`config.mk`:
```
export PLATFORM = sky130hd
export DESIGN_NAME = cable_motor_rest_length_step_top
export DESIGN_NICKNAME = d
export VERILOG_FILES = /design/src/sv/cmrls_pkg.sv /design/src/sv/cable_motor_rest_length_step_top.sv
export SDC_FILE = /design/constraint.sdc
export NUM_CORES = 2
export LEC_CHECK = 0
export BUFFER_PORTS_ARGS = -buffer_cell sky130_fd_sc_hd__buf_2
export CAP_MARGIN = 30
export CORE_MARGIN = 1.5
export CORE_UTILIZATION = 46
export CTS_BUF_LIST = sky130_fd_sc_hd__clkbuf_4 sky130_fd_sc_hd__clkbuf_8 sky130_fd_sc_hd__clkbuf_16
export DETAILED_ROUTE_END_ITERATION = 7
export MAX_ROUTING_LAYER = met4
export PLACE_DENSITY = 0.63
export SLEW_MARGIN = 20
export SYNTH_ARGS = -nofsm -noshare
export SYNTH_HDL_FRONTEND = slang
export SYNTH_SLANG_ARGS = --single-unit
```
`constraint.sdc`:
```
create_clock -name clk_i -period 51.1 [get_ports clk_i]
set_input_delay 10.22 -clock clk_i [delete_from_list [all_inputs] [get_ports clk_i]]
set_output_delay 10.22 -clock clk_i [all_outputs]
set_load 0.01 [all_outputs]
```
`src/sv/cmrls_pkg.sv`:
```
// Shared types and constants for the cable motor rest-length step block.
`default_nettype none

package cmrls_pkg;

  localparam int WORD_BITS    = 32;
  localparam int FRAC_BITS    = 16;
  localparam int CFG_BITS     = 31;
  localparam int LEN_BITS     = 31;
  localparam int CFG_IDX_BITS = 3;

  typedef logic signed [WORD_BITS-1:0] word_t;
  typedef logic [CFG_BITS-1:0]         cfg_word_t;

  localparam word_t WORD_MAX = {1'b0, {(WORD_BITS-1){1'b1}}};
  localparam word_t WORD_MIN = {1'b1, {(WORD_BITS-1){1'b0}}};
  localparam word_t ONE_Q    = word_t'(1) <<< FRAC_BITS;

  typedef struct packed {
    word_t desired_torque;
    word_t cable_tension;
    word_t time_step;
  } in_t;

  typedef struct packed {
    logic [LEN_BITS-1:0] rest_length;
    word_t               applied_torque;
    word_t               motor_speed;
    logic                step_error;
  } out_t;

  typedef enum logic [CFG_IDX_BITS-1:0] {
    REG_SPOOL_RADIUS      = 3'd0,
    REG_MOTOR_FRICTION    = 3'd1,
    REG_INVERSE_INERTIA   = 3'd2,
    REG_MAX_TENSION       = 3'd3,
    REG_SPEED_DROOP       = 3'd4,
    REG_BACKDRIVABLE      = 3'd5,
    REG_MIN_REST_LENGTH   = 3'd6,
    REG_START_REST_LENGTH = 3'd7
  } cfg_reg_e;

  typedef enum logic [1:0] {
    FSM_IDLE,
    FSM_MUL,
    FSM_POST,
    FSM_DONE
  } fsm_e;

  // One entry per use of the shared multiplier, in issue order.
  typedef enum logic [3:0] {
    ST_DROOP,
    ST_STALL_TRQ,
    ST_LIMIT,
    ST_FRICTION,
    ST_TENSION,
    ST_INERTIA,
    ST_VELOCITY,
    ST_SPOOL,
    ST_LENGTH
  } step_e;

endpackage

`default_nettype wire

```
`src/sv/cable_motor_rest_length_step_top.sv`:
```
// Cable motor rest-length integrator: one shared Q16.16 multiplier under a step sequencer.
//
// Input channel (in_valid_i / in_stall_o / in_data_i) takes one beat per tick: desired torque,
// cable tension and time step. Output channel (out_valid_o / out_stall_i / out_data_o) returns
// one beat per input beat: rest length, applied torque, motor speed and an error flag.
// The user must write registers through cfg_we_i / cfg_index_i / cfg_wdata_i only while the
// block is idle; the block itself does not enforce this. Writing the start rest length also
// reloads the rest-length state. An item runs nine multiplies on the one 32x32 multiplier,
// each as a multiply state then an add/saturate state, and the block takes no new beat
// until the result is loaded into the output register. A non-positive time step skips the
// arithmetic: state held, step_error set and applied torque reported as zero.
// in_stall_o is high from the accepted beat until its result has entered the output register.
// If the receiver stalls while an earlier result still waits, the finished item holds in its
// last state until the output register frees up; the output beat holds steady while stalled.
// Reset (rst_ni low) empties the output register, loads register defaults, clears the
// velocity and sets the rest length to the default start rest length.
`default_nettype none

module cable_motor_rest_length_step_top (
  input  wire logic                            clk_i,
  input  wire logic                            rst_ni,
  input  wire logic                            in_valid_i,
  output logic                                 in_stall_o,
  input  wire cmrls_pkg::in_t                  in_data_i,
  output logic                                 out_valid_o,
  input  wire logic                            out_stall_i,
  output cmrls_pkg::out_t                      out_data_o,
  input  wire logic                            cfg_we_i,
  input  wire logic [cmrls_pkg::CFG_IDX_BITS-1:0] cfg_index_i,
  input  wire logic [cmrls_pkg::CFG_BITS-1:0]  cfg_wdata_i
);
  import cmrls_pkg::*;

  localparam int PROD_BITS = 2 * WORD_BITS;
  localparam int RES_BITS  = PROD_BITS - FRAC_BITS;

  // (a*b) >> FRAC_BITS toward zero, saturated to the word range
  function automatic word_t mul_q(input word_t a, input word_t b);
    logic                  neg;
    logic [WORD_BITS-1:0]  ua;
    logic [WORD_BITS-1:0]  ub;
    logic [PROD_BITS-1:0]  p;
    logic [RES_BITS-1:0]   r;
    logic [RES_BITS-1:0]   cap;
    logic [WORD_BITS-1:0]  rw;
    neg = a[WORD_BITS-1] ^ b[WORD_BITS-1];
    ua  = a[WORD_BITS-1] ? (~a + 1'b1) : a;
    ub  = b[WORD_BITS-1] ? (~b + 1'b1) : b;
    p   = PROD_BITS'(ua) * PROD_BITS'(ub);
    r   = p[PROD_BITS-1:FRAC_BITS];
    cap = RES_BITS'(WORD_MAX) + RES_BITS'(neg);
    if (r > cap) r = cap;
    rw  = r[WORD_BITS-1:0];
    return neg ? word_t'(~rw + 1'b1) : word_t'(rw);
  endfunction

  function automatic word_t sat_sum(input logic signed [WORD_BITS:0] x);
    if (x[WORD_BITS] != x[WORD_BITS-1]) begin
      return x[WORD_BITS] ? WORD_MIN : WORD_MAX;
    end
    return x[WORD_BITS-1:0];
  endfunction

  function automatic word_t cfg_word(input cfg_word_t c);
    return word_t'({{(WORD_BITS-CFG_BITS){1'b0}}, c});
  endfunction

  // registers
  cfg_word_t radius_q, friction_q, inertia_q, max_tension_q, droop_q, min_len_q;
  logic      bd_q;

  fsm_e  state_q, state_d;
  step_e step_q;
  in_t   in_q;
  logic  err_q;
  word_t prod_q, factor_q, tmp_q, acc_q, applied_q, vel_q, len_q;
  out_t  out_q;
  logic  out_valid_q, out_valid_d;

  logic  in_acc, dt_bad, slot_free, load_out, mul_en, post_en, last_step;
  word_t op_a, op_b, absv, limit, len_sum, min_w, vt;
  logic signed [WORD_BITS:0] absd, factor_raw;

  assign in_acc    = in_valid_i && !in_stall_o;
  assign dt_bad    = in_data_i.time_step[WORD_BITS-1] || (in_data_i.time_step == '0);
  assign slot_free = !out_valid_q || !out_stall_i;
  assign last_step = (step_q == ST_LENGTH);

  // next state
  always_comb begin
    state_d = state_q;
    unique case (state_q)
      FSM_IDLE: if (in_valid_i) state_d = dt_bad ? FSM_DONE : FSM_MUL;
      FSM_MUL:  state_d = FSM_POST;
      FSM_POST: state_d = last_step ? FSM_DONE : FSM_MUL;
      FSM_DONE: if (slot_free) state_d = FSM_IDLE;
      default:  state_d = FSM_IDLE;
    endcase
  end

  // state outputs
  always_comb begin
    in_stall_o = 1'b1;
    mul_en     = 1'b0;
    post_en    = 1'b0;
    load_out   = 1'b0;
    unique case (state_q)
      FSM_IDLE: in_stall_o = 1'b0;
      FSM_MUL:  mul_en = 1'b1;
      FSM_POST: post_en = 1'b1;
      FSM_DONE: load_out = slot_free;
      default:  in_stall_o = 1'b1;
    endcase
  end

  always_ff @(posedge clk_i or negedge rst_ni) begin
    if (!rst_ni) begin
      state_q <= FSM_IDLE;
      step_q  <= ST_DROOP;
    end else begin
      state_q <= state_d;
      if (in_acc) begin
        step_q <= ST_DROOP;
      end else if (post_en && !last_step) begin
        step_q <= step_e'(step_q + 4'd1);
      end
    end
  end

  // multiplier operand select
  assign absv = (vel_q == WORD_MIN) ? WORD_MAX :
                (vel_q[WORD_BITS-1] ? word_t'(-vel_q) : vel_q);

  always_comb begin
    op_a = '0;
    op_b = '0;
    unique case (step_q)
      ST_DROOP:     begin op_a = cfg_word(droop_q);       op_b = absv;                  end
      ST_STALL_TRQ: begin op_a = cfg_word(max_tension_q); op_b = cfg_word(radius_q);    end
      ST_LIMIT:     begin op_a = tmp_q;                   op_b = factor_q;              end
      ST_FRICTION:  begin op_a = cfg_word(friction_q);    op_b = vel_q;                 end
      ST_TENSION:   begin op_a = in_q.cable_tension;      op_b = cfg_word(radius_q);    end
      ST_INERTIA:   begin op_a = acc_q;                   op_b = cfg_word(inertia_q);   end
      ST_VELOCITY:  begin op_a = acc_q;                   op_b = in_q.time_step;        end
      ST_SPOOL:     begin op_a = cfg_word(radius_q);      op_b = vel_q;                 end
      ST_LENGTH:    begin op_a = tmp_q;                   op_b = in_q.time_step;        end
      default:      begin op_a = '0;                      op_b = '0;                    end
    endcase
  end

  // post-processing helpers
  assign factor_raw = (WORD_BITS+1)'(ONE_Q) - (WORD_BITS+1)'(prod_q);
  assign limit      = prod_q;
  assign absd       = in_q.desired_torque[WORD_BITS-1] ?
                      -(WORD_BITS+1)'(in_q.desired_torque) :
                      (WORD_BITS+1)'(in_q.desired_torque);
  assign len_sum    = sat_sum((WORD_BITS+1)'(len_q) + (WORD_BITS+1)'(prod_q));
  assign min_w      = cfg_word(min_len_q);

  always_comb begin
    vt = sat_sum((WORD_BITS+1)'(vel_q) + (WORD_BITS+1)'(prod_q));
    // no backdrive: when acceleration does not push along the applied torque, forward spin is clamped to zero
    if (!bd_q && (acc_q == '0 || applied_q == '0 ||
                  (acc_q[WORD_BITS-1] != applied_q[WORD_BITS-1])) && (vt > 0)) begin
      vt = '0;
    end
  end

  // datapath
  always_ff @(posedge clk_i) begin
    if (in_acc) begin
      in_q  <= in_data_i;
      err_q <= dt_bad;
    end
    if (mul_en) begin
      prod_q <= mul_q(op_a, op_b);
    end
    if (post_en) begin
      unique case (step_q)
        ST_DROOP:     factor_q <= factor_raw[WORD_BITS] ? '0 : factor_raw[WORD_BITS-1:0];
        ST_STALL_TRQ: tmp_q <= prod_q;
        ST_LIMIT: begin
          priority if (absd < (WORD_BITS+1)'(limit)) applied_q <= in_q.desired_torque;
          else if (in_q.desired_torque > 0)          applied_q <= limit;
          else if (in_q.desired_torque < 0)          applied_q <= word_t'(-limit);
          else                                       applied_q <= '0;
        end
        ST_FRICTION:  acc_q <= sat_sum((WORD_BITS+1)'(applied_q) - (WORD_BITS+1)'(prod_q));
        ST_TENSION:   acc_q <= sat_sum((WORD_BITS+1)'(acc_q) + (WORD_BITS+1)'(prod_q));
        ST_INERTIA:   acc_q <= prod_q;
        ST_VELOCITY:  ;
        ST_SPOOL:     tmp_q <= prod_q;
        ST_LENGTH:    ;
        default:      ;
      endcase
    end
    if (load_out) begin
      out_q.rest_length    <= len_q[WORD_BITS-1] ? '0 : len_q[LEN_BITS-1:0];
      out_q.applied_torque <= err_q ? '0 : applied_q;
      out_q.motor_speed    <= vel_q;
      out_q.step_error     <= err_q;
    end
  end

  // motor state and configuration
  always_ff @(posedge clk_i or negedge rst_ni) begin
    if (!rst_ni) begin
      radius_q      <= CFG_BITS'(65536);
      friction_q    <= '0;
      inertia_q     <= CFG_BITS'(65536);
      max_tension_q <= CFG_BITS'(65536);
      droop_q       <= CFG_BITS'(65536);
      bd_q          <= 1'b1;
      min_len_q     <= '0;
      vel_q         <= '0;
      len_q         <= word_t'(65536);
    end else begin
      if (cfg_we_i) begin
        unique case (cfg_reg_e'(cfg_index_i))
          REG_SPOOL_RADIUS:      radius_q      <= cfg_wdata_i;
          REG_MOTOR_FRICTION:    friction_q    <= cfg_wdata_i;
          REG_INVERSE_INERTIA:   inertia_q     <= cfg_wdata_i;
          REG_MAX_TENSION:       max_tension_q <= cfg_wdata_i;
          REG_SPEED_DROOP:       droop_q       <= cfg_wdata_i;
          REG_BACKDRIVABLE:      bd_q          <= cfg_wdata_i[0];
          REG_MIN_REST_LENGTH:   min_len_q     <= cfg_wdata_i;
          // only reloads the rest length, below
          REG_START_REST_LENGTH: ;
          default:               ;
        endcase
      end
      if (post_en && step_q == ST_VELOCITY) begin
        vel_q <= vt;
      end
      priority if (post_en && last_step) begin
        len_q <= (len_sum < min_w) ? min_w : len_sum;
      end else if (cfg_we_i && cfg_reg_e'(cfg_index_i) == REG_START_REST_LENGTH) begin
        len_q <= cfg_word(cfg_wdata_i);
      end
    end
  end

  always_comb begin
    out_valid_d = out_valid_q;
    if (load_out) begin
      out_valid_d = 1'b1;
    end else if (out_valid_q && !out_stall_i) begin
      out_valid_d = 1'b0;
    end
  end

  always_ff @(posedge clk_i or negedge rst_ni) begin
    if (!rst_ni) begin
      out_valid_q <= 1'b0;
    end else begin
      out_valid_q <= out_valid_d;
    end
  end

  assign out_valid_o = out_valid_q;
  assign out_data_o  = out_q;

  // A bad time step bypasses the multiplier and goes straight to the output slot.
  a_bad_dt_skips : assert property (@(posedge clk_i) disable iff (!rst_ni)
    in_acc && dt_bad |=> state_q == FSM_DONE && err_q)
    else $error("bad time step did not bypass the arithmetic");

  a_len_floor : assert property (@(posedge clk_i) disable iff (!rst_ni)
    post_en && last_step |=> !(len_q < cfg_word(min_len_q)))
    else $error("rest length below its floor");

  a_err_torque : assert property (@(posedge clk_i) disable iff (!rst_ni)
    out_valid_o && out_data_o.step_error |-> out_data_o.applied_torque == '0)
    else $error("error beat carries nonzero torque");

  a_no_backdrive : assert property (@(posedge clk_i) disable iff (!rst_ni)
    post_en && step_q == ST_VELOCITY && !bd_q && applied_q == '0 |=> !(vel_q > 0))
    else $error("motor spun forward without drive torque");

  a_load_only_free : assert property (@(posedge clk_i) disable iff (!rst_ni)
    load_out |-> !(out_valid_q && out_stall_i))
    else $error("output register overwritten while stalled");

endmodule

`default_nettype wire
```
==> summary.txt <==
Synthesis
  – Yosys Warn Count: 0
  – Yosys cell types: 97
  – Top_reg_cell synth: edfxtp_1
  – Post-synth net total: 9079
  – Synth area leader: fa_1
  – Ranking of synthesized cells by area: fa_1, edfxtp_1, dfrtp_1
  – Cell Area, Synth: 71100 sq um
  – Post-Synthesis Cells: 7552
  – Share of the synthesized area in the top cell type: 0.253
  – #FFs+latches synth: between 600 and 700
  – Syn avg cell area: ~9.4 sq um
  – Register area share after synthesis: 0.240
  – Post-synth EDFFs: 353
  – Ys async rst share: 0.422

Final layout
  – Most common cell after layout, fill and taps aside: inv_1
  – Layout Nets: 9213
  – Fraction of layout cells with a size suffix above 1: 0.119
  – Most frequent cells in the layout: inv_1, nand2_1, fa_1, nor2_1, ha_1
  – Area growth syn-to-layout: 9.52%
  – Final Util: 0.506
  – # fillers: 14300

Route
  – Post-DRT Antenna Nets: 0
  – DR DRC count: 8
  – Drt via density: approximately 6.0
  – Post-Route WL: about 260000 microns
  – Routed len/inst: 26.4 microns
  – First-pass detailed-route iteration total: 8
  – 1st-iter DRT viols: 6477
  – Via count: between 50000 and 60000

STA
  – Final Cycle Share: 0.366
  – RSZ-0062 raised after global routing: false
  – Clock skew: 0.0300 ns
  – Hold WS: 0.502 ns
  – Max-slew violations: 0
  – Peak Freq: 0.0534 GHz
  – Final Hold Viols: 0
  – Final Setup Violations: 0
  – Minimum clock period: about 19 ns
  – Slew @ Worst Pin: 1.09 ns
  – Slew headroom: 0.272
  – Post-Route Setup TNS: 0 ns

Critical path
  – Crit path kind: flip-flop to flip-flop
  – WP data arrival: 19.13 ns
  – Worst setup EP type: flip-flop
  – Crit path required time: 51.50 ns
  – Startpoint types: flip-flop
  – Worst-path fanout max: 32
  – Crit-path slowest cell: ha_1
  – CP peak stage delay: 0.74 ns
  – Critical path's most frequent cell: inv_1

Clock tree
  – Clk buf depth: 3
  – Clk Latency, worst-skew pair: 0.68 ns
  – Hold-fix buffers, CTS: 0
  – Sink Count: 611
  – Clock transition at path regs: 0.07 ns
  – # Post-CTS Setup Buffers: 0
  – H-tree depth: 2
  – CTS resizes: 0
  – TritonCTS buffer count: 60
  – TritonCTS clock tree: yes
  – Root Driver: clkbuf_16

Global route
  – First-pass GRT wire length: between 300000 and 400000 microns
  – Largest net degree at the start of global routing: 156
  – Initial antenna violation count: 21
  – GRT Overall Usage: 0.340
  – Grt total ovfl: 0
  – Vias in the first global route: 58100

Floorplanning
  – Die width: 396 microns
  – Core footprint: between 150000 and 200000 sq um
  – Die area: 157000 sq um
  – I/O pins: 233
  – Initial Util: 0.462
  – Rows: 144
  – Die H: 396 microns

Placed design
  – PortBufs: 232
  – Final HPWL DP: 203000 microns
  – Final GP Congestion: about 1.0

Run status
  – Status: finished, violations left
  – Violated checks: DRC

Run
  – Max Cap Violations: 0

Min path
  – Hold Crit Class: flip-flop to flip-flop
[routing by layer]
metal / track usage / wire [microns] / vias to the layer above
li1: - / - / 25300
met3: 0.0632 / 24700 / 434
met5: - / 0 / -
met2: 0.504 / 115000 / 2804
met1: 0.466 / 109000 / 29800
met4: 0.118 / 10600 / 0
[path summary, 6_finish.rpt]
kind / startpoint / end / slack (ns) / cells after the start
hold / removal: friction_q[16]$_DFFE_PN0P_ / friction_q[16]$_DFFE_PN0P_ / 0.50 / 1
max in group asynchronous: rst_ni / step_q[2]$_DFFE_PN0P_ / 40.01 / 2
setup reg to reg: step_q[0]$_DFFE_PN0P_ / limit[24]$_DFFE_PP_ / 32.37 / 64
min in group asynchronous: rst_ni / len_q[27]$_DFFE_PN0P_ / 9.58 / 1
hold reg to reg: friction_q[16]$_DFFE_PN0P_ / friction_q[16]$_DFFE_PN0P_ / 0.50 / 1
setup / recovery: step_q[0]$_DFFE_PN0P_ / limit[24]$_DFFE_PP_ / 32.37 / 64
[sequential cells by signal, indices dropped and copies added (netlist names)]
| name | cells |
|---|---|
| factor_q | 32 |
| out_data_o | 96 |
| state_q | 2 |
| friction_q | 31 |
| max_tension_q | 31 |
| limit | 32 |
| min_len_q | 31 |
| inertia_q | 31 |
| droop_q | 31 |
| applied_q | 32 |
| bd_q | 1 |
| step_q | 4 |
| len_q | 32 |
| tmp_q | 32 |
| err_q | 1 |
| acc_q | 32 |
| vel_q | 32 |
| in_q | 96 |
| out_valid_o | 1 |
| radius_q | 31 |
[final cells by class]
| cell class | count | area (sq um) | share of cell area |
|---|---|---|---|
| clock buffer | 85 | 1800 | 0.0231 |
| clock inverter | 29 | 268 | 0.00344 |
| multi-input combinational | 5458 | 49000 | 0.630 |
| sequential | 611 | 17100 | 0.219 |
| tap | 2044 | 2560 | 0.0329 |
| timing repair buffer | 438 | 2860 | 0.0368 |
| inverter | 1117 | 4190 | 0.0539 |
| antenna | 17 | 42.5 | 0.000547 |
[critical path: cells and delay by family, from the launching register on]
family | cells | cell delay [ns]
AOI/OAI and AO/OA | 10 | 2.61
and+or+nand+nor | 24 | 6.04
DFF | 1 | 0.43
buffers and inverters | 15 | 2.07
adders and majority gates | 13 | 6.18
xor gates and xnor gates | 2 | 1.04
[through the flow]
step / instances / instance area [sq um] / setup WS [ns]
global route: 9793 / 77800 / 31.60
floorplan: 7552 / 71100 / 34.77
finish: 9799 / 77800 / 32.37
detailed placement: 9657 / 75600 / 31.95
global placement: 9646 / 75400 / 32.46
CTS: 9771 / 77600 / 31.86
[synthesized netlist by cell type (all sizes together), types with 54 or more instances]
master / count
ha: 493
a22o: 64
fa: 899
a22oi: 54
nand4: 70
inv: 1114
nor2b: 119
xor2: 105
nand3: 128
mux2: 225
nor3: 96
clkbuf: 337
o21ai: 263
dfrtp: 252
edfxtp: 353
xnor2: 218
nor2: 528
nand2b: 67
a21oi: 328
nand2: 925
a21o: 105
and2: 112
[cells by family (layout without fill, tap and decap cells)]
group | Yosys count | count (layout) | synth area share
and+or+nand+nor | 2259 | 2259 | 0.146
xor gates and xnor gates | 323 | 323 | 0.0398
buffers and inverters | 1483 | 1669 | 0.0784
DFF | 611 | 611 | 0.240
muxes | 267 | 267 | 0.0416
AOI/OAI and AO/OA | 1211 | 1211 | 0.113
adders and majority gates | 1397 | 1397 | 0.341
other | 1 | 18 | 0.0000528
Power is not shown: default switching activity piles up to over one toggle a cycle in this logic, so the estimate is an artifact.
